**config.mk**
```make
export PLATFORM = sky130hd
export DESIGN_NAME = bds_queue
export DESIGN_NICKNAME = d
export VERILOG_FILES = /design/src/sv/bds_pkg.sv /design/src/sv/bds_queue.sv
export SDC_FILE = /design/constraint.sdc
export NUM_CORES = 1
export LEC_CHECK = 0
export ABC_AREA = 1
export BUFFER_PORTS_ARGS = -buffer_cell sky130_fd_sc_hd__buf_2
export CORE_MARGIN = 5
export CORE_UTILIZATION = 30
export DETAILED_ROUTE_END_ITERATION = 16
export PLACE_DENSITY = 0.44
export RECOVER_POWER = 50
export SLEW_MARGIN = 15
export SYNTH_ARGS = -nofsm -noshare
export SYNTH_HDL_FRONTEND = slang
export SYNTH_SLANG_ARGS = --single-unit
```
**constraint.sdc**
```tcl
create_clock -name clk_i -period 4.5 [get_ports clk_i]
set_clock_uncertainty 0.1 [all_clocks]
set_input_delay 0.225 -clock clk_i [delete_from_list [all_inputs] [get_ports clk_i]]
set_output_delay 0.225 -clock clk_i [all_outputs]
set_load 0.03 [all_outputs]
```
**src/sv/bds_pkg.sv**
```systemverilog
// bds_pkg: shared types and constants of the 2x2 box downscaler
// no dependencies; imported by bds_front, bds_queue, bds_back and the core
`default_nettype none

package bds_pkg;

  // line and channel limits
  localparam int MAX_WIDTH    = 4096;
  localparam int MAX_CHANNELS = 4;
  localparam int NUM_LANES    = 4;

  localparam int LINE_DEPTH = MAX_WIDTH / 2;
  localparam int SLOT_W     = (LINE_DEPTH > 1) ? $clog2(LINE_DEPTH) : 1;
  localparam int COL_W      = $clog2(MAX_WIDTH);
  localparam int WEFF_W     = COL_W + 1;

  // field widths
  localparam int PIX_W  = 8;
  localparam int PSUM_W = PIX_W + 1;
  localparam int QSUM_W = PIX_W + 2;
  localparam int WID_W  = 13;
  localparam int HGT_W  = 16;
  localparam int NCH_W  = 3;

  // configuration port
  localparam int CFG_IDX_W  = 2;
  localparam int CFG_DATA_W = 16;

  typedef enum logic [CFG_IDX_W-1:0] {
    CFG_IMAGE_WIDTH   = 2'd0,
    CFG_IMAGE_HEIGHT  = 2'd1,
    CFG_CHANNEL_COUNT = 2'd2
  } cfg_idx_e;

  localparam logic [WID_W-1:0] WIDTH_RESET  = 13'd1024;
  localparam logic [HGT_W-1:0] HEIGHT_RESET = 16'd1024;
  localparam logic [NCH_W-1:0] NCH_RESET    = 3'd3;

  // queue between front and back
  localparam int QDEPTH = 4;
  localparam int QPTR_W = $clog2(QDEPTH);
  localparam int QCNT_W = $clog2(QDEPTH + 1);

  typedef logic [NUM_LANES-1:0][PIX_W-1:0]  pix_t;
  typedef logic [NUM_LANES-1:0][PSUM_W-1:0] psum_t;

  // one line-buffer operation: store a pair sum (even row) or complete a block (odd row)
  typedef struct packed {
    logic                 emit;
    logic [SLOT_W-1:0]    slot;
    psum_t                pair;
    logic [NUM_LANES-1:0] lane_en;
    logic                 frame_end;
  } bds_op_t;

endpackage

`default_nettype wire

```
**src/sv/bds_queue.sv**
```systemverilog
// bds_queue: short flop-based fifo of line-buffer operations
// depends on bds_pkg; sits between bds_front and bds_back
`default_nettype none

module bds_queue (
  input  wire logic              clk_i,
  input  wire logic              rst_ni,
  input  wire logic              push_i,
  input  wire bds_pkg::bds_op_t  push_op_i,
  output logic                   full_o,
  output logic                   valid_o,
  output bds_pkg::bds_op_t       head_o,
  input  wire logic              pop_i
);
  import bds_pkg::*;

  bds_op_t           mem_q [QDEPTH];
  logic [QPTR_W-1:0] wr_ptr_q, rd_ptr_q;
  logic [QCNT_W-1:0] count_q;

  assign full_o  = (count_q == QCNT_W'(QDEPTH));
  assign valid_o = (count_q != '0);
  assign head_o  = mem_q[rd_ptr_q];

  always_ff @(posedge clk_i) begin
    if (push_i) begin
      mem_q[wr_ptr_q] <= push_op_i;
    end
  end

  always_ff @(posedge clk_i or negedge rst_ni) begin
    if (!rst_ni) begin
      wr_ptr_q <= '0;
      rd_ptr_q <= '0;
      count_q  <= '0;
    end else begin
      if (push_i) begin
        wr_ptr_q <= (32'(wr_ptr_q) == QDEPTH - 1) ? '0 : wr_ptr_q + QPTR_W'(1);
      end
      if (pop_i) begin
        rd_ptr_q <= (32'(rd_ptr_q) == QDEPTH - 1) ? '0 : rd_ptr_q + QPTR_W'(1);
      end
      case ({push_i, pop_i})
        2'b10:   count_q <= count_q + QCNT_W'(1);
        2'b01:   count_q <= count_q - QCNT_W'(1);
        default: count_q <= count_q;
      endcase
    end
  end

`ifndef NO_ASSERTIONS
  a_no_overflow: assert property (@(posedge clk_i) disable iff (!rst_ni)
    push_i |-> !full_o)
    else $error("queue push while full");

  a_no_underflow: assert property (@(posedge clk_i) disable iff (!rst_ni)
    pop_i |-> valid_o)
    else $error("queue pop while empty");

  a_count_track: assert property (@(posedge clk_i) disable iff (!rst_ni)
    (push_i && !pop_i) |=> (count_q == $past(count_q) + QCNT_W'(1)))
    else $error("queue count lost a push");
`endif

endmodule

`default_nettype wire

```
== After elaboration in Yosys (flattened, before gate mapping) ==
Memories as Yosys holds them, arrays and structs flattened.
Cells that the tools add are included.
Storage, ports and cells
  output and inout bits: 55
  bits in writable memories: 212
  flip-flop bits (word level): 7
  input port bits: 57
  logic and storage cells: 20
  memories: 1
Operators by class
  mux-type cells: 5
  eq/ne operators: 5
  $add $sub $neg: 4
  reductions and logical operators: 2
Memories
  mem_q: words 4, width 53, read ports 1, clocked after memory_dff 0, write ports 1, RTL line bds_queue.sv:17  | bds_op_t mem_q [QDEPTH];
Operators by type and width (count)
  $eq A2 B2 Y1 const B: 3
  $pmux W3 S2: 1
  $add A2 B1 Y2 const B: 2
  $mux W2: 2
  $add A3 B1 Y3 const B: 1
  $eq A3 B3 Y1 const B: 1
  $reduce_bool A3 Y1: 1
  $sub A3 B1 Y3 const B: 1
  $eq A2 B1 Y1 const B: 1
  $mux W1: 2
  $reduce_bool A2 Y1: 1

== Depth between registers and ports, before layout ==
Gate-level depths: netlist (run 1).
  depth in word-level cells: 2
  gate-level depth with buffers: 9
  depth with buffers taken out: 8

== Worst setup path after synthesis (run 1) ==
OpenSTA, ideal clock, no wires.
  path type: register to register
  start point: reg wr_ptr_q[0]
  end point: mem mem_q[2][0] in the netlist's numbering, enable pin
  required time: 3993 ps
  arrival time: 1702 ps
  path buffers: 0
  setup time: 407 ps
  slack: 2290 ps
  cell stages (with the launch flop): 5
  clock period less this slack: 2210 ps
  cell sequence: dfrtp_1 inv_1 ha_1 nand2_1 inv_1
RTL lines
  start, declared: RTL line bds_queue.sv:18  | logic [QPTR_W-1:0] wr_ptr_q, rd_ptr_q;
  start signal, assigned: RTL line bds_queue.sv:38  | wr_ptr_q <= (32'(wr_ptr_q) == QDEPTH - 1) ? '0 : wr_ptr_q + QPTR_W'(1);
  end, declared: RTL line bds_queue.sv:17
No word-level cell before the write port.

== Worst setup path in the final report (run 1) ==
  start point: in push_i
  end point: mem mem_q[3][39] in the netlist's numbering, enable pin
On the way
  word-level cells in the longest chain between the ends: 2
RTL lines
  start, declared: RTL line bds_queue.sv:8  | input wire logic push_i,
  $mux W1: RTL line bds_queue.sv:26  | if (push_i) begin
  $mux W1 (not written as such): RTL line bds_queue.sv:27  | mem_q[wr_ptr_q] <= push_op_i;
No other way between the ends.

==> results of run 1 <==
-- state kept, by name (all words and copies together) (netlist names) --
| signal | flops |
|---|---|
| mem_q | 212 |
| wr_ptr_q | 2 |
| rd_ptr_q | 2 |
| count_q | 3 |
-- worst min-delay path by stage --
stage / endpoint / slack (ns) / cells past startpoint
final: count_q[2]$_DFFE_PN0P_ / 0.38 / 2
after global routing: count_q[2]$_DFFE_PN0P_ / 0.41 / 2
after CTS: mem_q[3][15]$_DFFE_PP_ / 0.35 / 2
after detailed placement: count_q[0]$_DFFE_PN0P_ / -0.02 / 1
after global placement: count_q[1]$_DFFE_PN0P_ / -0.03 / 1
after floorplan: count_q[0]$_DFFE_PN0P_ / -0.17 / 0
-- layer usage --
layer,up-vias,wire length (um),track usage (%),part of all wire (%)
met4,0,293,2.56,1.6
met1,2506,8490,14.6,46
met5,-,0,0,0
met2,86,8710,17.5,47
met3,21,902,1.87,4.9
li1,2871,-,-,-
-- through the flow --
step                total power [mW]  hold slack, ns  utilization [%]  instance area [um2]
CTS                             7.86           0.354             37.5                11500
detailed placement              5.92         -0.0229             33.2                10200
floorplan                       5.19          -0.171                -                 9320
finish                          7.67           0.379             37.3                11400
global route                    8.23           0.405             37.3                11400
global placement                5.91         -0.0270             33.2                10200
-- cells by family after synthesis --
kind of cell    count (synthesis)  share of synthesized area, %
xor+xnor                        1                        0.0940
flops                         219                          70.2
compound gates                 59                          7.27
fa+ha+maj                       7                          1.02
simple gates                  336                          13.6
buf+inv                       155                          7.88
-- placed cells by master (no fill, tap or decap) --
master,count
clkbuf_1,61
dfrtp_1,6
bufinv_16,2
dlygate4sd3_1,57
buf_4,5
dfrtp_4,1
inv_2,3
nor2_1,107
fa_1,1
buf_2,54
nor3_1,1
buf_12,2
nand3_1,1
clkbuf_16,25
inv_1,115
a21oi_1,3
o211ai_2,50
nand2_1,226
nand4_1,1
clkinv_2,7
ha_1,6
diode_2,1
o211ai_1,3
xnor2_1,1
o21ai_0,3
inv_4,1
edfxtp_1,212
clkinv_1,6
-- layout make-up --
class | instances | area, um2 | area share (%)
Sequential cell | 219 | 6550 | 57.3
Timing Repair Buffer | 175 | 1130 | 9.91
Inverter | 119 | 449 | 3.93
Multi-Input combinational cell | 403 | 2050 | 17.9
Antenna cell | 1 | 2.50 | 0.0219
Clock inverter | 15 | 118 | 1.03
Tap cell | 396 | 495 | 4.33
Clock buffer | 29 | 641 | 5.60
-- timing repair --
item,CTS,global route
buffers inserted,0,0
endpoints found under the hold margin,223,0
hold buffers,57,0
-- where the power goes --
group          internal, mW  total (mW)  leakage [nW]  switching (mW)
clock network          1.12        1.86         0.378           0.738
registers              2.67        2.77          2.03           0.106
logic                 0.849        3.04          2.27            2.19
-- cell usage after synthesis, drive strengths merged --
library cell,n
o21ai,3
buf,31
nand2,226
nand4,1
nand3,1
edfxtp,212
xnor2,1
ha,6
fa,1
a21oi,3
inv,119
clkbuf,5
o211ai,53
dfrtp,7
nor3,1
nor2,107
-- critical path: stages --
cell	delay (ns)
dlygate4sd3_1	0.52
clkbuf_1	0.29
nand2_1	0.11
inv_1	1.12
buf_4	0.50
==> reports/summary.txt, run 1 <==
R2R depth - 4
Syn avg cell area - 12.0 um2
Routed wire per std cell - 13.6 um
Total routing usage reported by global routing - 10.6%
Worst path required time - 4.56 ns
Clock Latency Late Sink - 0.49 ns
Crit Path Category - input port to flop
Clock sinks - 219
Placed cell count - 1255
Syn_nets - 841
Hold Path Class - flop to flop
Die area - 0.0347 mm2
Peak VDD IR - 296 uV
Final ANT Viol Nets - 0
Worst Path Max Fanout - 34
Router iterations before antenna repair - 4
Power per standard cell area - 671 mW/mm2
HPWL Detailed - 10700 um
Overflow left after global routing - 0
TritonCTS Buffers - 25
Failing checks - max-capacitance violations, max-slew violations
Final Net Count - 1007
Worst Setup SP - push_i
Largest net degree at the start of global routing - 125
Type of origin of the critical path - input port
YS warnings - 0
Syn-to-layout area delta - 22.6%
RePlAce Congestion - 0.684
Critical Path Sink - mem_q[3][39]$_DFFE_PP_
Final Hold Viols - 0
Setup violations, final - 0
Die Wd - 186 um
H-tree Lvls - 1
CP Capture Type - flop
CTS tree - yes
First-pass GRT wire length - 29400 um
Final WL - 18400 um
Post-CTS Resized - 0
Yosys reg bits - 219
Area share of the largest cell type after synthesis - 68.3%
Status - finished with violations
Leakage - 4.68 nW
DR iter-0 viols - 251
Die Span Y - 186 um
RR Startpoint - wr_ptr_q[0]$_DFFE_PN0P_
Initial antenna violation count - 1
Row count - 64
CTS root buffer - clkbuf_16
Reg clk slew, reported paths - 0.05 ns
Synthesized cell area - 0.00932 mm2
Post-layout instance count excluding filler cells - 1357
Layout cells sized above 1 - 15.6%
Vias - 5484
Max-slew headroom - -3.38%
Final setup margin - 1.76 ns
Final period utilization - 60.9%
Placement Setup Slack - 2.15 ns
Syn Inst Count - 777
Hold Path Origin - count_q[2]$_DFFE_PN0P_
Yosys top cell by area - edfxtp_1
Initial core utilization - 30.4%
Filler cell count - 3030
Final Max Tran Viols - 35
I/O pins - 112
Data arrival, critical path - 2.80 ns
Number of global-route vias before repair - 5475
Sequential share of the synthesized area - 70.2%
Port Buffers - 111
RSZ-0062 raised after global routing - false
Synth top area cells - edfxtp_1, nand2_1, o211ai_2
Setup tns final - 0 ns
Number of max-cap violations - 1
Via-to-Cell Ratio - 4.04
Core Box Area - 0.0307 mm2
Synth cell types - 21
Max Fclk - 365 MHz
Clock tree buffer depth - 3
Minimum clock period after layout - 2.74 ns
R2R setup slack - 1.78 ns
Worst reg2reg endpoint - mem_q[3][39]$_DFFE_PP_
Measured slew at the worst slew-check pin - 1.55 ns
DRC - 0
Note: power is estimated with default switching activity, not from simulation.
==> run 2, diff against run 1 <==
- clock period: 4.5 -> 2.8 ns (I/O delays scaled with it)
==> reports/summary.txt, run 2 (synthesis results as in run 1) <==
Final Net Count - 1019 (was 1007)
Number of max-cap violations - 0 (was 1)
Max-slew headroom - 38.9% (was -3.38%)
Overflow left after global routing - 0 (unchanged)
RSZ-0062 raised after global routing - false (unchanged)
Setup violations, final - 0 (unchanged)
Combinational fraction of design power - 39.8% (was 39.6%)
Number of global-route vias before repair - 5394 (was 5475)
Die area - 0.0347 mm2 (unchanged)
Area after DPL - 0.0103 mm2 (was 0.0102 mm2)
Max Fclk - 423 MHz
Most common cell after layout, fill and taps aside - nand2_1 (unchanged)
RePlAce Congestion - 0.672 (was 0.684)
Clock group share of total power - 25.0% (was 24.3%)
Int Power - 7.67 mW (was 4.64 mW)
Type of origin of the critical path - flop (was input port)
Vias - 5573 (was 5484)
Total routing usage reported by global routing - 10.9% (was 10.6%)
Crit Path Category - flop to output port (was input port to flop)
Final core occ - 38.0% (was 37.3%)
Switching power - 4.97 mW (was 3.03 mW)
I/O pins - 112 (unchanged)
Placed cell count - 1266 (was 1255)
Commonest non-fill, non-tap cells in the layout - nand2_1, edfxtp_1, inv_1 (unchanged)
Worst path required time - 2.56 ns (was 4.56 ns)
Routed wire per std cell - 13.7 um (was 13.6 um)
Measured slew at the worst slew-check pin - 0.916 ns (was 1.55 ns)
DRC - 0 (unchanged)
Setup Buffers After CTS - 0 (unchanged)
Largest net degree at the start of global routing - 97 (was 125)
First-pass GRT wire length - 29700 um (was 29400 um)
CTS tree - yes (unchanged)
Status - finished, final reports clean (was finished with violations)
Switching Share - 39.3% (was 39.5%)
DR iter-0 viols - 223 (was 251)
CP Capture Type - output port (was flop)
Die Span Y - 186 um (unchanged)
Clock tree buffer depth - 3 (unchanged)
Filler cell count - 2998 (was 3030)
Port Buffers - 111 (unchanged)
Largest Register - mem_q (unchanged)
Leakage - 4.79 nW (was 4.68 nW)
Layout cells sized above 1 - 16.7% (was 15.6%)
Largest registers - mem_q: 212 flops, count_q: 3 flops (unchanged)
Initial antenna violation count - 2 (was 1)
Clock sinks - 219 (unchanged)
Hold Path Class - input port to flop (was flop to flop)
Router iterations before antenna repair - 4 (unchanged)
Syn-to-layout area delta - 24.9% (was 22.6%)
Final WL - 18900 um (was 18400 um)
Data arrival, critical path - 2.12 ns (was 2.80 ns)
Row count - 64 (unchanged)
Minimum clock period after layout - 2.36 ns
Max reg flops - 212 (unchanged)
Clock Latency Late Sink - 0.51 ns (was 0.49 ns)
Die Wd - 186 um (unchanged)
Sequential Power Share - 35.3% (was 36.1%)
TritonCTS Buffers - 26 (was 25)
Reg clk slew, reported paths - 0.05 ns (about the same)
Post-layout instance count excluding filler cells - 1372 (was 1357)
Final Max Tran Viols - 0 (was 35)
Final ANT Viol Nets - 0 (unchanged)
Initial core utilization - 30.4% (unchanged)
Core Box Area - 0.0307 mm2 (unchanged)
Final period utilization - 84.4%
Hold Slack - 0.316 ns (was 0.379 ns)
Design area - 0.0116 mm2 (was 0.0114 mm2)
Via-to-Cell Ratio - 4.06 (was 4.04)
Worst Path Max Fanout - 96 (was 34)
H-tree Lvls - 1 (unchanged)
HPWL Detailed - 11300 um (was 10700 um)
Peak VDD IR - 469 uV (was 296 uV)
Setup tns final - 0 ns (unchanged)
CTS root buffer - clkbuf_16 (unchanged)
Power per standard cell area - 1090 mW/mm2 (was 671 mW/mm2)
Final Hold Viols - 0 (unchanged)
==> run 2: metrics by stage <==
step	total power [mW]	worst slack, ns
2_1_floorplan	8.34	0.590
3_3_place_gp	9.65	0.919
3_5_place_dp	9.65	0.927
4_1_cts	12.9	0.369
5_1_grt	13.5	0.241
6_report	12.6	0.437
==> run 2: cell type report <==
class,instances,area (um2),area share [%]
clock buffers,35,726,6.23
repair buffers,186,1290,11.1
diodes,1,2.50,0.0215
inverters,119,449,3.86
multi-input cells,403,2050,17.6
well taps,396,495,4.26
flip-flops and latches,219,6540,56.2
clock inverters,13,87.6,0.752
==> run 2: final timing paths <==
| kind | startpoint | endpoint | slack [ns] | cells after the start |
|---|---|---|---|---|
| max | rd_ptr_q[0]$_DFFE_PN0P_ | head_o[31] | 0.44 | 6 |
| min | pop_i | rd_ptr_q[0]$_DFFE_PN0P_ | 0.32 | 3 |
| max reg2reg | wr_ptr_q[0]$_DFFE_PN0P_ | mem_q[0][46]$_DFFE_PP_ | 0.76 | 5 |
| min reg2reg | count_q[2]$_DFFE_PN0P_ | count_q[2]$_DFFE_PN0P_ | 0.38 | 2 |
| max in group asynchronous | rst_ni | rd_ptr_q[1]$_DFFE_PN0P_ | 1.78 | 3 |
| min in group asynchronous | rst_ni | wr_ptr_q[0]$_DFFE_PN0P_ | 0.54 | 3 |
==> run 2: power groups by stage <==
stage / combinational, mW / clock (mW) / sequential [mW]
2_1_floorplan: 3.85 / 0 / 4.50
3_3_place_gp: 5.12 / 0 / 4.53
3_5_place_dp: 5.12 / 0 / 4.53
4_1_cts: 5.20 / 3.26 / 4.47
5_1_grt: 5.58 / 3.43 / 4.51
6_report: 5.03 / 3.16 / 4.46
==> run 2: metal layers <==
metal  up-vias  global-route usage (%)  wire, um
met4         2                    2.62       394
met3        24                    2.66      1090
li1       2901                       -         -
met1      2551                    14.9      8580
met5         -                       0        13
met2        95                    17.6      8780
==> run 2: critical path: stages (launching register included) <==
cell	delay (ns)
dfrtp_1	0.55
buf_12	0.39
nor2_1	0.09
nor2_1	0.10
nand2_1	0.06
nand2_1	0.11
buf_2	0.21
==> run 2: what timing repair did <==
action,CTS,global route
endpoints found under the hold margin,225,0
hold buffers,57,0
resized for setup,0,0
==> run 3, diff against run 2 <==
- clock period: 2.8 -> 2.22 ns (I/O delays scaled with it)
==> reports/summary.txt, run 3 (synthesis results as in run 1) <==
Status - finished, final reports clean (unchanged)
Setup violations, final - 0 (unchanged)
Core Box Area - 0.0307 mm2 (unchanged)
DRC - 0 (unchanged)
Hold Slack - 0.285 ns (was 0.316 ns)
Max reg flops - 212 (unchanged)
Worst path required time - 2.01 ns (was 2.56 ns)
Number of max-cap violations - 0 (unchanged)
Total routing usage reported by global routing - 11.5% (was 10.9%)
Filler cell count - 2984 (was 2998)
H-tree Lvls - 1 (unchanged)
Final Hold Viols - 0 (unchanged)
Max Fclk - 477 MHz
Layout cells sized above 1 - 17.3% (was 16.7%)
RePlAce Congestion - 0.667 (was 0.672)
Largest registers - mem_q: 212 flops, count_q: 3 flops (unchanged)
Multi-input gate area in the final layout - 0.00205 mm2 (unchanged)
Reg clk slew, reported paths - 0.06 ns (was 0.05 ns)
Data arrival, critical path - 1.89 ns (was 2.12 ns)
Die Wd - 186 um (unchanged)
CTS root buffer - clkbuf_16 (unchanged)
Worst Path Max Fanout - 23 (was 96)
Minimum clock period after layout - 2.10 ns
Die area - 0.0347 mm2 (unchanged)
HPWL Detailed - 12100 um (was 11300 um)
Hold Path Class - input port to flop (unchanged)
Power per standard cell area - 1420 mW/mm2 (was 1090 mW/mm2)
Overflow left after global routing - 0 (unchanged)
Largest Register - mem_q (unchanged)
Row count - 64 (unchanged)
RR Startpoint - wr_ptr_q[0]$_DFFE_PN0P_ (unchanged)
Initial antenna violation count - 2 (unchanged)
Router iterations before antenna repair - 4 (unchanged)
Clock tree buffer depth - 3 (unchanged)
Clock sinks - 219 (unchanged)
Final Net Count - 1020 (was 1019)
I/O pins - 112 (unchanged)
Number of global-route vias before repair - 5625 (was 5394)
Largest net degree at the start of global routing - 69 (was 97)
Die Span Y - 186 um (unchanged)
Total power - 16.8 mW (was 12.6 mW)
Flip-flop and latch area - 0.00655 mm2 (was 0.00654 mm2)
Hold Path Origin - pop_i (unchanged)
Most common cell after layout, fill and taps aside - nand2_1 (unchanged)
CP Capture Type - output port (unchanged)
Clock Latency Late Sink - 0.51 ns (about the same)
Final Max Tran Viols - 0 (unchanged)
Worst Setup SP - rd_ptr_q[0]$_DFFE_PN0P_ (unchanged)
RSZ-0062 raised after global routing - true (was false)
Setup Buffers After CTS - 0 (unchanged)
Peak VDD IR - 597 uV (was 469 uV)
Leakage - 4.86 nW (was 4.79 nW)
Routed wire per std cell - 14.3 um (was 13.7 um)
CTS tree - yes (unchanged)
Syn-to-layout area delta - 26.7% (was 24.9%)
Port Buffers - 111 (unchanged)
TritonCTS Buffers - 27 (was 26)
Via-to-Cell Ratio - 4.10 (was 4.06)
Commonest non-fill, non-tap cells in the layout - nand2_1, edfxtp_1, inv_1 (unchanged)
Final ANT Viol Nets - 0 (unchanged)
Initial core utilization - 30.4% (unchanged)
First-pass GRT wire length - 31600 um (was 29700 um)
Measured slew at the worst slew-check pin - 0.497 ns (was 0.916 ns)
Type of origin of the critical path - flop (unchanged)
Crit Path Category - flop to output port (unchanged)
Vias - 5622 (was 5573)
R2R setup slack - 0.56 ns (was 0.76 ns)
Final period utilization - 94.5%
Max-slew headroom - 66.9% (was 38.9%)
Final WL - 19600 um (was 18900 um)
DR iter-0 viols - 262 (was 223)
[run 3: cell count changes in the layout (fill, tap and decap cells not counted), moves of 2 or more]
| cell | previous run | this run |
|---|---|---|
| inv_1 | 117 | 115 |
| buf_6 | 0 | 3 |
| clkbuf_2 | 0 | 2 |
| clkinv_2 | 7 | 4 |
| clkbuf_1 | 62 | 58 |
| buf_2 | 55 | 47 |
| bufinv_16 | 1 | 7 |
| clkbuf_4 | 0 | 3 |
| clkbuf_8 | 2 | 0 |
| inv_2 | 1 | 3 |
[run 3: timing repair]
item                                   CTS  global route
hold buffers                            57             0
setup endpoints to repair                0            24
endpoints found under the hold margin  225             0
resized for setup                        0            20
[run 3: stage by stage]
stage | setup slack, ns | TNS [ns] | utilization [%] | cells | instance area [um2]
after global routing | -0.0312 | -0.151 | 38.5 | 1370 | 11800
after detailed placement | 0.595 | 0 | 33.7 | 1266 | 10300
after global placement | 0.592 | 0 | 33.7 | 1266 | 10300
after CTS | 0.0128 | 0 | 38.6 | 1369 | 11800
after floorplan | 0.0103 | 0 | - | 777 | 9320
final | 0.122 | 0 | 38.5 | 1371 | 11800
[run 3: layer usage]
| layer | routed length, um | part of all wire, % | vias to the layer above | GRT usage, % |
|---|---|---|---|---|
| li1 | - | - | 2905 | - |
| met1 | 8840 | 45 | 2590 | 15.4 |
| met2 | 9390 | 48 | 94 | 19.1 |
| met3 | 965 | 4.9 | 33 | 2.49 |
| met4 | 422 | 2.2 | 0 | 2.77 |
| met5 | 0 | 0 | - | 0 |
[run 3: layout make-up]
cell class                      count  share of cell area [%]
Antenna cell                        2                  0.0424
Clock buffer                       30                    5.81
Clock inverter                     16                    2.15
Inverter                          119                    3.82
Multi-Input combinational cell    403                    17.3
Sequential cell                   219                    55.4
Tap cell                          396                    4.19
Timing Repair Buffer              186                    11.2
[run 3: power breakdown]
part           switching, mW  internal, mW
combinational           4.46          2.03
sequential             0.256          5.39
clock                   1.64          3.01
total                   6.36          10.4
[run 3: final timing paths]
check                                     endpoint  depth (start not counted)
max                                     head_o[46]                          6
min                        rd_ptr_q[0]$_DFFE_PN0P_                          3
max reg2reg                 mem_q[3][47]$_DFFE_PP_                          4
min reg2reg                 count_q[2]$_DFFE_PN0P_                          2
max in group asynchronous  rd_ptr_q[0]$_DFFE_PN0P_                          3
min in group asynchronous  rd_ptr_q[1]$_DFFE_PN0P_                          3
[run 3: worst max-delay path, cell delays in order (launching register included)]
cell and delay, ns:
dfrtp_4 0.53, buf_4 0.31, nor2_1 0.09, nor2_1 0.09, nand2_1 0.06, nand2_1 0.09
buf_2 0.20
