===== src/sv/bds_pkg.sv =====
// bds_pkg: shared types and constants of the 2x2 box downscaler
// no dependencies; imported by bds_front, bds_queue, bds_back and the core
`default_nettype none

package bds_pkg;

  // line and channel limits
  localparam int MAX_WIDTH    = 4096;
  localparam int MAX_CHANNELS = 4;
  localparam int NUM_LANES    = 4;

  localparam int LINE_DEPTH = MAX_WIDTH / 2;
  localparam int SLOT_W     = (LINE_DEPTH > 1) ? $clog2(LINE_DEPTH) : 1;
  localparam int COL_W      = $clog2(MAX_WIDTH);
  localparam int WEFF_W     = COL_W + 1;

  // field widths
  localparam int PIX_W  = 8;
  localparam int PSUM_W = PIX_W + 1;
  localparam int QSUM_W = PIX_W + 2;
  localparam int WID_W  = 13;
  localparam int HGT_W  = 16;
  localparam int NCH_W  = 3;

  // configuration port
  localparam int CFG_IDX_W  = 2;
  localparam int CFG_DATA_W = 16;

  typedef enum logic [CFG_IDX_W-1:0] {
    CFG_IMAGE_WIDTH   = 2'd0,
    CFG_IMAGE_HEIGHT  = 2'd1,
    CFG_CHANNEL_COUNT = 2'd2
  } cfg_idx_e;

  localparam logic [WID_W-1:0] WIDTH_RESET  = 13'd1024;
  localparam logic [HGT_W-1:0] HEIGHT_RESET = 16'd1024;
  localparam logic [NCH_W-1:0] NCH_RESET    = 3'd3;

  // queue between front and back
  localparam int QDEPTH = 4;
  localparam int QPTR_W = $clog2(QDEPTH);
  localparam int QCNT_W = $clog2(QDEPTH + 1);

  typedef logic [NUM_LANES-1:0][PIX_W-1:0]  pix_t;
  typedef logic [NUM_LANES-1:0][PSUM_W-1:0] psum_t;

  // one line-buffer operation: store a pair sum (even row) or complete a block (odd row)
  typedef struct packed {
    logic                 emit;
    logic [SLOT_W-1:0]    slot;
    psum_t                pair;
    logic [NUM_LANES-1:0] lane_en;
    logic                 frame_end;
  } bds_op_t;

endpackage

`default_nettype wire


===== src/sv/bds_front.sv =====
// bds_front: configuration registers, raster counters and pair-sum classification
// depends on bds_pkg; pushes line-buffer operations into bds_queue
`default_nettype none

module bds_front (
  input  wire logic                         clk_i,
  input  wire logic                         rst_ni,
  input  wire logic                         cfg_we_i,
  input  wire logic [bds_pkg::CFG_IDX_W-1:0]  cfg_index_i,
  input  wire logic [bds_pkg::CFG_DATA_W-1:0] cfg_data_i,
  input  wire logic                         in_valid_i,
  output logic                              in_stall_o,
  input  wire bds_pkg::pix_t                in_pix_i,
  input  wire logic                         q_full_i,
  output logic                              push_o,
  output bds_pkg::bds_op_t                  op_o
);
  import bds_pkg::*;

  logic [WID_W-1:0]  width_q;
  logic [HGT_W-1:0]  height_q;
  logic [NCH_W-1:0]  nch_q;
  logic [COL_W-1:0]  col_q, col_d;
  logic [HGT_W-1:0]  row_q, row_d;
  pix_t              hold_q;

  logic [WEFF_W-1:0] w_eff, nw;
  logic [HGT_W-1:0]  h_eff;
  logic [NCH_W-1:0]  nch_c;
  logic              accept, active;
  logic [SLOT_W-1:0] slot;

  always_comb begin
    if (32'(width_q) > MAX_WIDTH) begin
      w_eff = WEFF_W'(MAX_WIDTH);
    end else if (width_q == '0) begin
      w_eff = WEFF_W'(1);
    end else begin
      w_eff = WEFF_W'(width_q);
    end
    h_eff = (height_q == '0) ? HGT_W'(1) : height_q;
    nch_c = (32'(nch_q) > MAX_CHANNELS) ? NCH_W'(MAX_CHANNELS) : nch_q;
    nw    = w_eff >> 1;
  end

  assign in_stall_o = q_full_i;
  assign accept     = in_valid_i && !q_full_i;
  assign slot       = SLOT_W'(col_q >> 1);
  assign active     = ({1'b0, col_q} < {w_eff[WEFF_W-1:1], 1'b0})
                   && (row_q < {h_eff[HGT_W-1:1], 1'b0});

  // pair completes on the odd column of an active block
  assign push_o = accept && active && col_q[0];

  always_comb begin
    op_o.emit      = row_q[0];
    op_o.slot      = slot;
    op_o.frame_end = (WEFF_W'(slot) == nw - WEFF_W'(1))
                  && (row_q[HGT_W-1:1] == h_eff[HGT_W-1:1] - (HGT_W-1)'(1));
    for (int i = 0; i < NUM_LANES; i++) begin
      op_o.pair[i]    = {1'b0, hold_q[i]} + {1'b0, in_pix_i[i]};
      op_o.lane_en[i] = (32'(nch_c) > i);
    end
  end

  always_comb begin
    col_d = col_q;
    row_d = row_q;
    if ({1'b0, col_q} >= w_eff - WEFF_W'(1)) begin
      col_d = '0;
      row_d = (row_q >= h_eff - HGT_W'(1)) ? '0 : row_q + HGT_W'(1);
    end else begin
      col_d = col_q + COL_W'(1);
    end
  end

  always_ff @(posedge clk_i or negedge rst_ni) begin
    if (!rst_ni) begin
      width_q  <= WIDTH_RESET;
      height_q <= HEIGHT_RESET;
      nch_q    <= NCH_RESET;
      col_q    <= '0;
      row_q    <= '0;
      hold_q   <= '0;
    end else begin
      if (cfg_we_i) begin
        case (cfg_idx_e'(cfg_index_i))
          CFG_IMAGE_WIDTH:   width_q  <= cfg_data_i[WID_W-1:0];
          CFG_IMAGE_HEIGHT:  height_q <= cfg_data_i[HGT_W-1:0];
          CFG_CHANNEL_COUNT: nch_q    <= cfg_data_i[NCH_W-1:0];
          default: ;
        endcase
      end
      if (accept) begin
        col_q <= col_d;
        row_q <= row_d;
        if (active && !col_q[0]) begin
          hold_q <= in_pix_i;
        end
      end
    end
  end

endmodule

`default_nettype wire


===== config.mk =====
export PLATFORM = sky130hd
export DESIGN_NAME = bds_front
export DESIGN_NICKNAME = d
export VERILOG_FILES = /design/src/sv/bds_pkg.sv /design/src/sv/bds_front.sv
export SDC_FILE = /design/constraint.sdc
export NUM_CORES = 1
export LEC_CHECK = 0
export BUFFER_PORTS_ARGS = -buffer_cell sky130_fd_sc_hd__buf_2
export CAP_MARGIN = 10
export CORE_MARGIN = 3
export CORE_UTILIZATION = 54
export CTS_CLUSTER_DIAMETER = 200
export CTS_CLUSTER_SIZE = 28
export DETAILED_ROUTE_END_ITERATION = 16
export PLACE_DENSITY = 0.79
export SYNTH_ARGS = -nofsm -noshare
export SYNTH_HDL_FRONTEND = slang
export SYNTH_SLANG_ARGS = --single-unit

===== constraint.sdc =====
create_clock -name clk_i -period 4 [get_ports clk_i]
set_input_delay 0.2 -clock clk_i [delete_from_list [all_inputs] [get_ports clk_i]]
set_output_delay 0.2 -clock clk_i [all_outputs]
set_load 0.02 [all_outputs]

Yosys cells after proc, flatten, opt, wreduce, memory -nomap -nowiden --
Cells that the tools add are included.
Operators by class: $lt $le $gt $ge 10, add/sub/neg operators 10, reductions and logical operators 16, equal/unequal tests 4, multiplexer cells 6
Operators by type and width (number):
- 8-bit by 8-bit adder with 9-bit output | 4
- 16-bit 2-to-1 mux | 2
- 13-bit 2-to-1 mux | 2
- 16-bit by 1-bit adder with 16-bit output (second input constant) | 1
- 16-bit >= comparator | 1
- 16-bit logical NOT | 1
- 16-bit < comparator | 1
- 16-bit by 1-bit subtractor with 16-bit output (second input constant) | 1
- 15-bit == test | 1
- 15-bit by 1-bit subtractor with 15-bit output (second input constant) | 1
- 11-bit by 13-bit == test with 1-bit output | 1
- 12-bit by 13-bit >= comparator with 1-bit output | 1
- 13-bit > comparator (second input constant) | 1
- 13-bit logical NOT | 1
- 12-bit by 13-bit < comparator with 1-bit output | 1
- 12-bit by 1-bit subtractor with 13-bit output (second input constant) | 1
- 13-bit by 1-bit subtractor with 13-bit output (second input constant) | 1
- 12-bit by 1-bit adder with 12-bit output (second input constant) | 1
- 12-bit 2-to-1 mux | 1
- 2-bit AND reduction | 5
- 3-bit by 1-bit > comparator with 1-bit output (second input constant) | 2
- 3-bit by 2-bit > comparator with 1-bit output (second input constant) | 2
- 1-bit logical AND | 6
- 3-bit > comparator (second input constant) | 1
- other kinds (5) | 6
Storage, ports and cells: input port bits 55, bits in registers 92, output and inout bits 55, logic and storage cells 55

Logic depth before layout (Yosys ltp) --
Gate-level depths: netlist of run 1.
depth after elaboration 7, mapped depth 20, gate-level depth less buffers 16

Least setup slack after synthesis of run 1 --
OpenSTA, ideal clock, no wires.
kind register -> register, from register width_q[12], to register row_q[13], data arrival time 3871 ps, path slack 63 ps, path buffers 6, clock period less this slack 3937 ps, setup time 66 ps, data required time 3934 ps, stages on the path, launching flop included 20, cell sequence dfrtp_1 clkbuf_1 clkinv_1 clkbuf_1 nand2_1 ha_1 clkbuf_1 clkbuf_1 and2_0 clkbuf_1 nand3_1 xnor2_1 ha_1 nand4_1 or2_2 o221ai_1 nand2_1 nor2_1 buf_2 a22o_1
On the way: longest elaborated chain between the ends 6, elaborated cells on any way between the ends 7, classes of those cells 1 x add/sub; 2 x order compare; 2 x mux; 2 x reduce/logical
Ends and longest elaborated chain:
- start: declaration | RTL line bds_front.sv:20 | logic [WID_W-1:0] width_q;
- start signal: assignment | RTL line bds_front.sv:88 | CFG_IMAGE_WIDTH: width_q <= cfg_data_i[WID_W-1:0];
- parallel branches: the longest is 2 deep, another holds 13-bit > comparator
- 13-bit 2-to-1 mux * | RTL line bds_front.sv:34 | if (32'(width_q) > MAX_WIDTH) begin
- 13-bit by 1-bit subtractor with 13-bit output * | RTL line bds_front.sv:69 | if ({1'b0, col_q} >= w_eff - WEFF_W'(1)) begin
- 12-bit by 13-bit >= comparator with 1-bit output * | RTL line bds_front.sv:69
- 2-bit AND reduction (no source line) *
- end signal: assignment | RTL line bds_front.sv:96 | row_q <= row_d;
- end: declaration | RTL line bds_front.sv:24 | logic [HGT_W-1:0] row_q, row_d;
Mark *: on every way between the ends. A chain may end at the register's enable or synchronous reset.

Worst setup path in the final report of run 1 --
from register width_q[8], to register row_q[13]
The elaborated chain is that of the path after synthesis.

==> metrics.txt, run 1 <==
port bufs=109; flops & latches, synth=92; most used cell, CP=ha_1; Crit path depth=15; cell area after synthesis=0.007939 mm2; ANT nets after route=0; I/O Pins=110; r2r endpoint=row_q[13]$_DFFE_PN0P_; clk_lat worst skew=350 ps; Pwr Total=5.577 mW; via count=6628; Starting Density=56.11%; Pre-antenna DRT Iters=5; pwr/cell area=614.6 mW/mm2; Placed Cells=1131; crit path capture=row_q[13]$_DFFE_PN0P_; Clock Tree Root=clkbuf_16; GP Congestion=0.9226; Cell Count, Final, Fillers Out=1147; fin crit share=94.64%; Post-Synthesis Cells=857; fmax=264.1 MHz; hold slack=78.46 ps; Netlist cell types=72; WL final=18.88 mm; Clk pin slew, worst setup/hold paths=60 ps; Remaining Overflow, GRT=0; global-route wire length before repair=31.40 mm; CTS tree=built; area post-placement=0.008721 mm2; Crit path max-delay family=simple AND/OR/NAND/NOR gates; leak pwr=4.317 nW; final hold violation count=0; Routed wire per std cell=16.46 um; Synth top cells by count=ha_1 (93), dfrtp_1 (88), mux2_2 (63); Final Cell Area=0.009074 mm2; core region area=0.01415 mm2; Antenna Cells=0; crit path time final=3786 ps; largest area contributor in the synthesized netlist=dfrtp_1; Tot GR Track Use=23.63%; Die Y=127.3 um; Final HPWL DP=14.89 mm; max-cap violations=0; element type at the critical path start=register; synth top area cells=dfrtp_1 (28%), ha_1 (15%), mux2_2 (8.9%); syn nets=1009; pin count of the biggest net entering global routing=50; Clock Path Buffers=2; Slew headroom=31.74%; total negative setup slack=0 ps; share of layout cells above drive strength 1=26.58%; top_reg_cell synth=dfrtp_1; Bufs and invs on worst path=1; Post-synth ARST share=100.0%; Post-synth EDFFs=0; synthesized area per cell=9.264 um2; die span in x=127.3 um; number of vias per cell=5.779; die area=0.01619 mm2; Setup CP Type=reg2reg; register area share after synthesis=29.06%; r2r worst-path depth=15; crit path max fanout=7; initial antenna violation count=0; postcts setup bufs=0; Nets=1115; Syn-to-layout area delta=14.29%; Worst EP required=4240 ps; most common cell in the netlist=ha_1; Synth top area share=27.74%; Max stage delay on crit path=450 ps; Critical-path top delay cell=or3_1; Critical Path AT=4020 ps; DRC=0; RR Startpoint=width_q[8]$_DFFE_PN0P_; status=complete, no violations; vias in the first global route=6521; CP startpoint=width_q[8]$_DFFE_PN0P_; worst vdd rail ir drop=0.0004188 V; Hold/Removal Path Class=in2reg; DR iter-0 viols=451; CTS sink count=92; Slew @ Worst Pin=1019 ps; CTS buffer count=9; R2R setup slack=210 ps; FP Rows=43; element type at the critical path end=register; crit-path cells=or3_1 -> nor4_2 -> o21ai_1 -> ha_1 -> nand2_1 -> nor3_1 -> o21ba_2 -> ha_1 -> nand3_1 -> or2_2 -> o221ai_2 -> nand2_2 -> buf_4 -> a21o_1 -> a22o_1; final setup fails=0; clock skew=8.835 ps; Ys Warns=0; H-tree Lvls=3; fin. max-slew vios=0
## registers in the layout, indices dropped and copies added (netlist names)
signal,flops
row_q,16
nch_q,3
hold_q,32
height_q,16
col_q,12
width_q,13
## per-layer routing
metal	vias up	GRT usage [%]	wire length [um]
met3	24	3.888	1168
li1	3279	-	-
met5	-	0	0
met1	3079	33.06	8861
met2	246	38.04	8508
met4	0	6.751	344
## final cells by class
| cell class | count | area [um2] |
|---|---|---|
| clock inverter | 5 | 60.06 |
| tap | 180 | 225.2 |
| timing repair buffer | 144 | 813.3 |
| clock buffer | 10 | 229.0 |
| multi-input combinational | 666 | 5251 |
| inverter | 50 | 187.7 |
| sequential | 92 | 2307 |
| fill | 1185 | 5076 |
## power by group
group / switching (mW) / internal, mW
logic: 1.87 / 1.39
registers: 0.245 / 1.21
clock network: 0.382 / 0.485
total: 2.49 / 3.08
## stage by stage
step	setup WS (ps)	util, %
global route	-26.06	64.13
floorplan	63.13	-
global placement	160.9	61.63
finish	214.2	64.13
CTS	30.17	63.79
detailed placement	32.56	61.63
## cell usage in the layout (no fill, tap or decap), types with 5 or more instances in the layout
cell type and n:
dfrtp_1 88, xnor2_1 45, mux2_2 63, nor2b_1 20, or3_1 6, o21ai_0 46
nand2_1 45, nand4_1 17, nand3_1 24, a22o_1 21, inv_1 47, clkbuf_16 9
or2_2 11, a21o_1 19, a31oi_1 5, and2_1 7, o31ai_1 5, nor3_1 19
mux2i_1 10, buf_2 108, buf_4 35, nand2b_1 17, nor2_1 47, ha_1 92
a21oi_1 41, and3_1 6, a21boi_0 5, xor2_1 24
## how the worst min path moves through the flow
stage          cells after the start            from                  endpoint
3_5_place_dp                       1          rst_ni     hold_q[1]$_DFFE_PN0P_
6_report                           2  cfg_data_i[14]  height_q[14]$_DFFE_PN0P_
5_1_grt                            2  cfg_data_i[13]  height_q[13]$_DFFE_PN0P_
3_3_place_gp                       1          rst_ni     hold_q[1]$_DFFE_PN0P_
4_1_cts                            2  cfg_data_i[14]  height_q[14]$_DFFE_PN0P_
2_1_floorplan                      0          rst_ni      col_q[0]$_DFFE_PN0P_
## kinds of logic (layout without fill, tap and decap cells)
kind of cell / after synthesis / in the layout / share of synthesized area [%]
and+or+nand+nor: 249 / 249 / 17.37
AOI/OAI and AO/OA: 178 / 178 / 14.56
buffers and inverters: 99 / 209 / 5.532
adders and majority gates: 97 / 97 / 15.67
DFF: 92 / 92 / 29.06
muxes: 73 / 73 / 10.20
xor gates and xnor gates: 69 / 69 / 7.612
## repair_timing
action	4_1_cts	5_1_grt
hold buffers	1	0
pin swaps	0	2
setup endpoints to repair	3	21
endpoints found under the hold margin	44	0
gates resized for setup	1	10
Note: power is estimated with default switching activity, not from simulation.
==> run 2, diff against run 1 <==
- RECOVER_POWER: not set -> 25
==> run 2 against run 1 <==
The flow now finishes with violations (capacitance limit, slew limit); clock power is essentially flat; register-to-register slack hardly changed; hold slack barely moved; non-clock buffer count did not move; clock skew about the same; sequential share of layout area hardly changed; critical endpoint unchanged.
==> metrics.txt, run 2 (synthesis results as in run 1) <==
Clock Tree Root=clkbuf_16 (unchanged); die area=0.01619 mm2 (unchanged); I/O Pins=110 (unchanged); hold depth=2 (unchanged); Biggest register=hold_q (unchanged); fin. max-slew vios=50 (was 0); Routed wire per std cell=16.48 um (was 16.46 um); CTS buffer count=9 (unchanged); global-route wire length before repair=31.40 mm (unchanged); CTS sink count=92 (unchanged); element type at the critical path end=register (unchanged); postcts setup bufs=0 (unchanged); highest-count cells in the layout ignoring fill and taps=buf_2 (102), ha_1 (92), dfrtp_1 (88) (was buf_2 (108), ha_1 (92), dfrtp_1 (88)); vias in the first global route=6521 (unchanged); final setup fails=0 (unchanged); Die Y=127.3 um (unchanged); Hold/Removal Path Class=in2reg (unchanged); via count=6623 (was 6628); die span in x=127.3 um (unchanged); element type at the critical path start=register (unchanged); initial antenna violation count=0 (unchanged); Worst EP required=4240 ps (about the same); Clk pin slew, worst setup/hold paths=60 ps (about the same); Antenna Cells=0 (unchanged); worst vdd rail ir drop=0.0004190 V (was 0.0004188 V); core region area=0.01415 mm2 (unchanged); fin crit share=94.62% (was 94.64%); DRC=0 (unchanged); hold slack=78.22 ps (was 78.46 ps); Core Util, Final=64.05% (was 64.13%); fmax=264.2 MHz (was 264.1 MHz); max reg flops=32 (unchanged); GP Congestion=0.9226 (unchanged); H-tree Lvls=3 (unchanged); Slew headroom=-76.21% (was 31.74%); CTS tree=built (unchanged); share of layout cells above drive strength 1=25.65% (was 26.58%); number of vias per cell=5.774 (was 5.779); crit path max fanout=7 (unchanged); Slew @ Worst Pin=2643 ps (was 1019 ps); clk_lat worst skew=350 ps (about the same); Tot GR Track Use=23.63% (unchanged); crit path time final=3785 ps (was 3786 ps); Pwr Total=5.571 mW (was 5.577 mW); clock skew=8.710 ps (was 8.835 ps); WL final=18.90 mm (was 18.88 mm); pin count of the biggest net entering global routing=50 (unchanged); Critical Path AT=4020 ps (about the same); Clock Path Buffers=2 (unchanged); DR iter-0 viols=451 (unchanged); Remaining Overflow, GRT=0 (unchanged); ANT nets after route=0 (unchanged); Final HPWL DP=14.89 mm (unchanged); Syn-to-layout area delta=14.15% (was 14.29%); FP Rows=43 (unchanged); pwr/cell area=614.7 mW/mm2 (was 614.6 mW/mm2); leak pwr=4.294 nW (was 4.317 nW); biggest regs=hold_q (32), height_q (16), row_q (16) (unchanged); Starting Density=56.11% (unchanged); port bufs=109 (unchanged); Nets=1115 (unchanged); Pre-antenna DRT Iters=5 (unchanged); max-cap violations=1 (was 0); commonest non-fill, non-tap cell in the layout=buf_2 (unchanged); final hold violation count=0 (unchanged); status=finished, violations left (was complete, no violations); r2r worst-path depth=15 (unchanged); failing checks=capacitance limit, slew limit; Setup CP Type=reg2reg (unchanged)
[run 2: routing by layer]
metal / vias to the layer above / GRT usage, % / part of all wire (%)
li1: 3277 / - / -
met5: - / 0 / 0
met1: 3085 / 33.06 / 47
met4: 0 / 6.751 / 1.8
met3: 24 / 3.888 / 6.0
met2: 237 / 38.04 / 45
[run 2: where the power goes]
part | leakage (nW) | internal [mW] | switching (mW)
clock | 0.139 | 0.485 | 0.382
sequential | 1.13 | 1.21 | 0.247
combinational | 3.03 | 1.38 | 1.87
[run 2: what timing repair did]
action | in CTS | in global routing
pin swaps | 0 | 2
hold buffers | 1 | 0
endpoints found under the setup margin | 3 | 21
resized for setup | 1 | 10
gates cloned | 0 | 0
endpoints found under the hold margin | 44 | 0
[run 2: path summary, 6_finish.rpt]
path                                         from                        to  slack (ps)
min                                cfg_data_i[14]  height_q[14]$_DFFE_PN0P_          80
max reg2reg                width_q[8]$_DFFE_PN0P_     row_q[13]$_DFFE_PN0P_         220
max                        width_q[8]$_DFFE_PN0P_     row_q[13]$_DFFE_PN0P_         220
min reg2reg                 hold_q[2]$_DFFE_PN0P_     hold_q[2]$_DFFE_PN0P_         510
max in group asynchronous                  rst_ni    hold_q[18]$_DFFE_PN0P_        1110
min in group asynchronous                  rst_ni     hold_q[0]$_DFFE_PN0P_        1210
[run 2: cell type report]
| type | count | area, um2 |
|---|---|---|
| fill | 1184 | 5087 |
| timing repair buffer | 144 | 802.0 |
| multi-input combinational | 666 | 5251 |
| inverter | 50 | 187.7 |
| clock inverter | 5 | 60.06 |
| clock buffer | 10 | 229.0 |
| sequential | 92 | 2307 |
| tap | 180 | 225.2 |
[run 2: worst max-delay path, stage by stage (launching register included)]
cell and delay (ps):
dfrtp_1 370, or3_1 450, nor4_2 310, o21ai_1 200, ha_1 300, nand2_1 150
nor3_1 70, o21ba_2 200, ha_1 290, nand3_1 110, or2_2 320, o221ai_2 190
nand2_2 170, buf_4 200, a21o_1 150, a22o_1 180
[run 2: metrics by stage]
step | setup WS, ps | instances | setup TNS, ps | cell area [um2]
2_1_floorplan | 63.13 | 857 | 0 | 7939
3_3_place_gp | 160.9 | 1131 | 0 | 8721
3_5_place_dp | 32.56 | 1131 | 0 | 8721
4_1_cts | 30.17 | 1147 | 0 | 9026
5_1_grt | -26.06 | 1147 | -135.9 | 9062
6_report | 215.1 | 1147 | 0 | 9062
==> run 3, diff against run 2 <==
- CORE_UTILIZATION: 54 -> 50
- PLACE_DENSITY: 0.79 -> 0.74
==> run 3 against run 2 <==
The flow still finishes with violations (capacitance limit, slew limit); sequential power about the same; critical path depth unchanged; setup slack better by 48 ps; maximum frequency up 1.3%; first-iteration DRC count up 4.7%.
==> metrics.txt, run 3 (synthesis results as in run 1) <==
DRC=0 (unchanged); I/O Pins=110 (unchanged); Starting Density=51.65% (was 56.11%); fin. max-slew vios=62 (was 50); core region area=0.01537 mm2 (was 0.01415 mm2); element type at the critical path start=register (unchanged); pin count of the biggest net entering global routing=62 (was 50); pwr/cell area=618.7 mW/mm2 (was 614.7 mW/mm2); Core Util, Final=59.59% (was 64.05%); Internal Power=3.147 mW (was 3.076 mW); clock skew=10.99 ps (was 8.710 ps); Final HPWL DP=14.78 mm (was 14.89 mm); Setup CP Type=reg2reg (unchanged); Max stage delay on crit path=410 ps (was 450 ps); Slew headroom=-4.644% (was -76.21%); vias in the first global route=6265 (was 6521); clk_lat worst skew=350 ps (about the same); worst vdd rail ir drop=0.0004110 V (was 0.0004190 V); Biggest register=hold_q (unchanged); final hold violation count=0 (unchanged); max-cap violations=1 (unchanged); highest-count cells in the layout ignoring fill and taps=buf_2 (106), ha_1 (93), dfrtp_1 (87) (was buf_2 (102), ha_1 (92), dfrtp_1 (88)); Remaining Overflow, GRT=0 (unchanged); status=finished, violations left (unchanged); CTS sink count=92 (unchanged); Pre-antenna DRT Iters=5 (unchanged); GP Congestion=0.9327 (was 0.9226); WL final=18.60 mm (was 18.90 mm); Hold/Removal Path Class=in2reg (unchanged); total negative setup slack=0 ps (unchanged); global-route wire length before repair=30.71 mm (was 31.40 mm); via count=6562 (was 6623); Die Y=132.0 um (was 127.3 um); Critical Path AT=3970 ps (was 4020 ps); Worst EP required=4240 ps (about the same); final setup fails=0 (unchanged); die span in x=132.0 um (was 127.3 um); Routed wire per std cell=15.75 um (was 16.48 um); Nets=1117 (was 1115); Placed Cells=1163 (was 1131); fmax=267.6 MHz (was 264.2 MHz); crit-path cells=or3_1 -> or2_2 -> o31ai_1 -> nand2_1 -> nand2_1 -> nor3_1 -> o21ba_2 -> ha_1 -> nand3_1 -> or2_2 -> o221ai_1 -> nand2_2 -> buf_4 -> a21o_1 -> a22o_1 (was or3_1 -> nor4_2 -> o21ai_1 -> ha_1 -> nand2_1 -> nor3_1 -> o21ba_2 -> ha_1 -> nand3_1 -> or2_2 -> o221ai_2 -> nand2_2 -> buf_4 -> a21o_1 -> a22o_1); die area=0.01743 mm2 (was 0.01619 mm2); Cell Count, Final, Fillers Out=1181 (was 1147); Sw Share=44.46% (was 44.79%); leak pwr=4.337 nW (was 4.294 nW); DR iter-0 viols=472 (was 451); port bufs=109 (unchanged); Syn-to-layout area delta=15.38% (was 14.15%); Tot GR Track Use=21.31% (was 23.63%); crit path max fanout=7 (unchanged); Critical-path top delay cell=or3_1 (unchanged); CTS tree=built (unchanged); H-tree Lvls=3 (unchanged); initial antenna violation count=0 (unchanged); Antenna Cells=0 (unchanged); Clock Path Buffers=2 (unchanged); ANT nets after route=0 (unchanged); Clock power frac=17.3% (was 15.6%); hold slack=85.38 ps (was 78.22 ps); biggest regs=hold_q (32), height_q (16), row_q (16) (unchanged); CTS buffer count=9 (unchanged); max reg flops=32 (unchanged); commonest non-fill, non-tap cell in the layout=buf_2 (unchanged); combinational power share=57.1% (was 58.3%); crit path time final=3737 ps (was 3785 ps); Clock Tree Root=clkbuf_16 (unchanged); fin crit share=93.41% (was 94.62%); sequential cell fraction of total power=25.6% (was 26.2%); Clk pin slew, worst setup/hold paths=80 ps (was 60 ps); share of layout cells above drive strength 1=26.29% (was 25.65%); Slew @ Worst Pin=1570 ps (was 2643 ps); Pwr Total=5.667 mW (was 5.571 mW); total net switching power=2.520 mW (was 2.495 mW); FP Rows=45 (was 43); number of vias per cell=5.556 (was 5.774); element type at the critical path end=register (unchanged); failing checks=capacitance limit, slew limit (unchanged)
[run 3: per-layer routing]
metal	GRT usage, %	up-vias	wire length, um
met5	0	-	0
met4	7.118	0	386
met3	3.321	25	1222
met2	32.84	206	8031
met1	30.65	3046	8957
li1	-	3285	-
[run 3: power by group through the flow]
stage	combinational [mW]	sequential, mW	clock, mW
2_1_floorplan	2.41	1.40	0
3_3_place_gp	3.18	1.44	0
3_5_place_dp	3.23	1.46	0
4_1_cts	3.25	1.44	0.995
5_1_grt	3.59	1.50	1.03
6_report	3.24	1.45	0.978
[run 3: final timing paths]
kind	slack, ps	start	cells after the start	to
worst min-delay path	90	cfg_data_i[15]	2	height_q[15]$_DFFE_PN0P_
min in group asynchronous	770	rst_ni	2	hold_q[4]$_DFFE_PN0P_
worst max register to register	260	width_q[3]$_DFFE_PN0P_	15	row_q[14]$_DFFE_PN0P_
max in group asynchronous	2000	rst_ni	3	height_q[10]$_DFFE_PN1P_
worst min register to register	510	hold_q[2]$_DFFE_PN0P_	1	hold_q[2]$_DFFE_PN0P_
worst max-delay path	260	width_q[3]$_DFFE_PN0P_	15	row_q[14]$_DFFE_PN0P_
[run 3: timing repair]
action / CTS / global route
endpoints found under the setup margin: 0 / 19
setup buffers: 0 / 1
hold endpoints to repair: 60 / 0
hold buffers: 1 / 0
resized for setup: 0 / 9
[run 3: cell type report]
type,instances,area [um2]
fillers,1384,6211
flip-flops and latches,92,2308
clock buffers,9,225.2
clock inverters,7,106.4
inverters,50,187.7
multi-input cells,666,5241
well taps,211,264.0
repair buffers,146,827.0
[run 3: critical path: cells and delay by family (launching register included)]
kind | cells | cell delay, ps
AOI/OAI and AO/OA | 5 | 1100
DFF | 1 | 380
buffers and inverters | 1 | 200
and+or+nand+nor | 8 | 1640
adders and majority gates | 1 | 290
[run 3: through the flow]
stage	setup slack [ps]	area [um2]
floorplan	63.13	7939
global placement	170.3	8767
detailed placement	73.76	8767
CTS	41.47	9109
global route	-7.924	9160
finish	263.4	9160
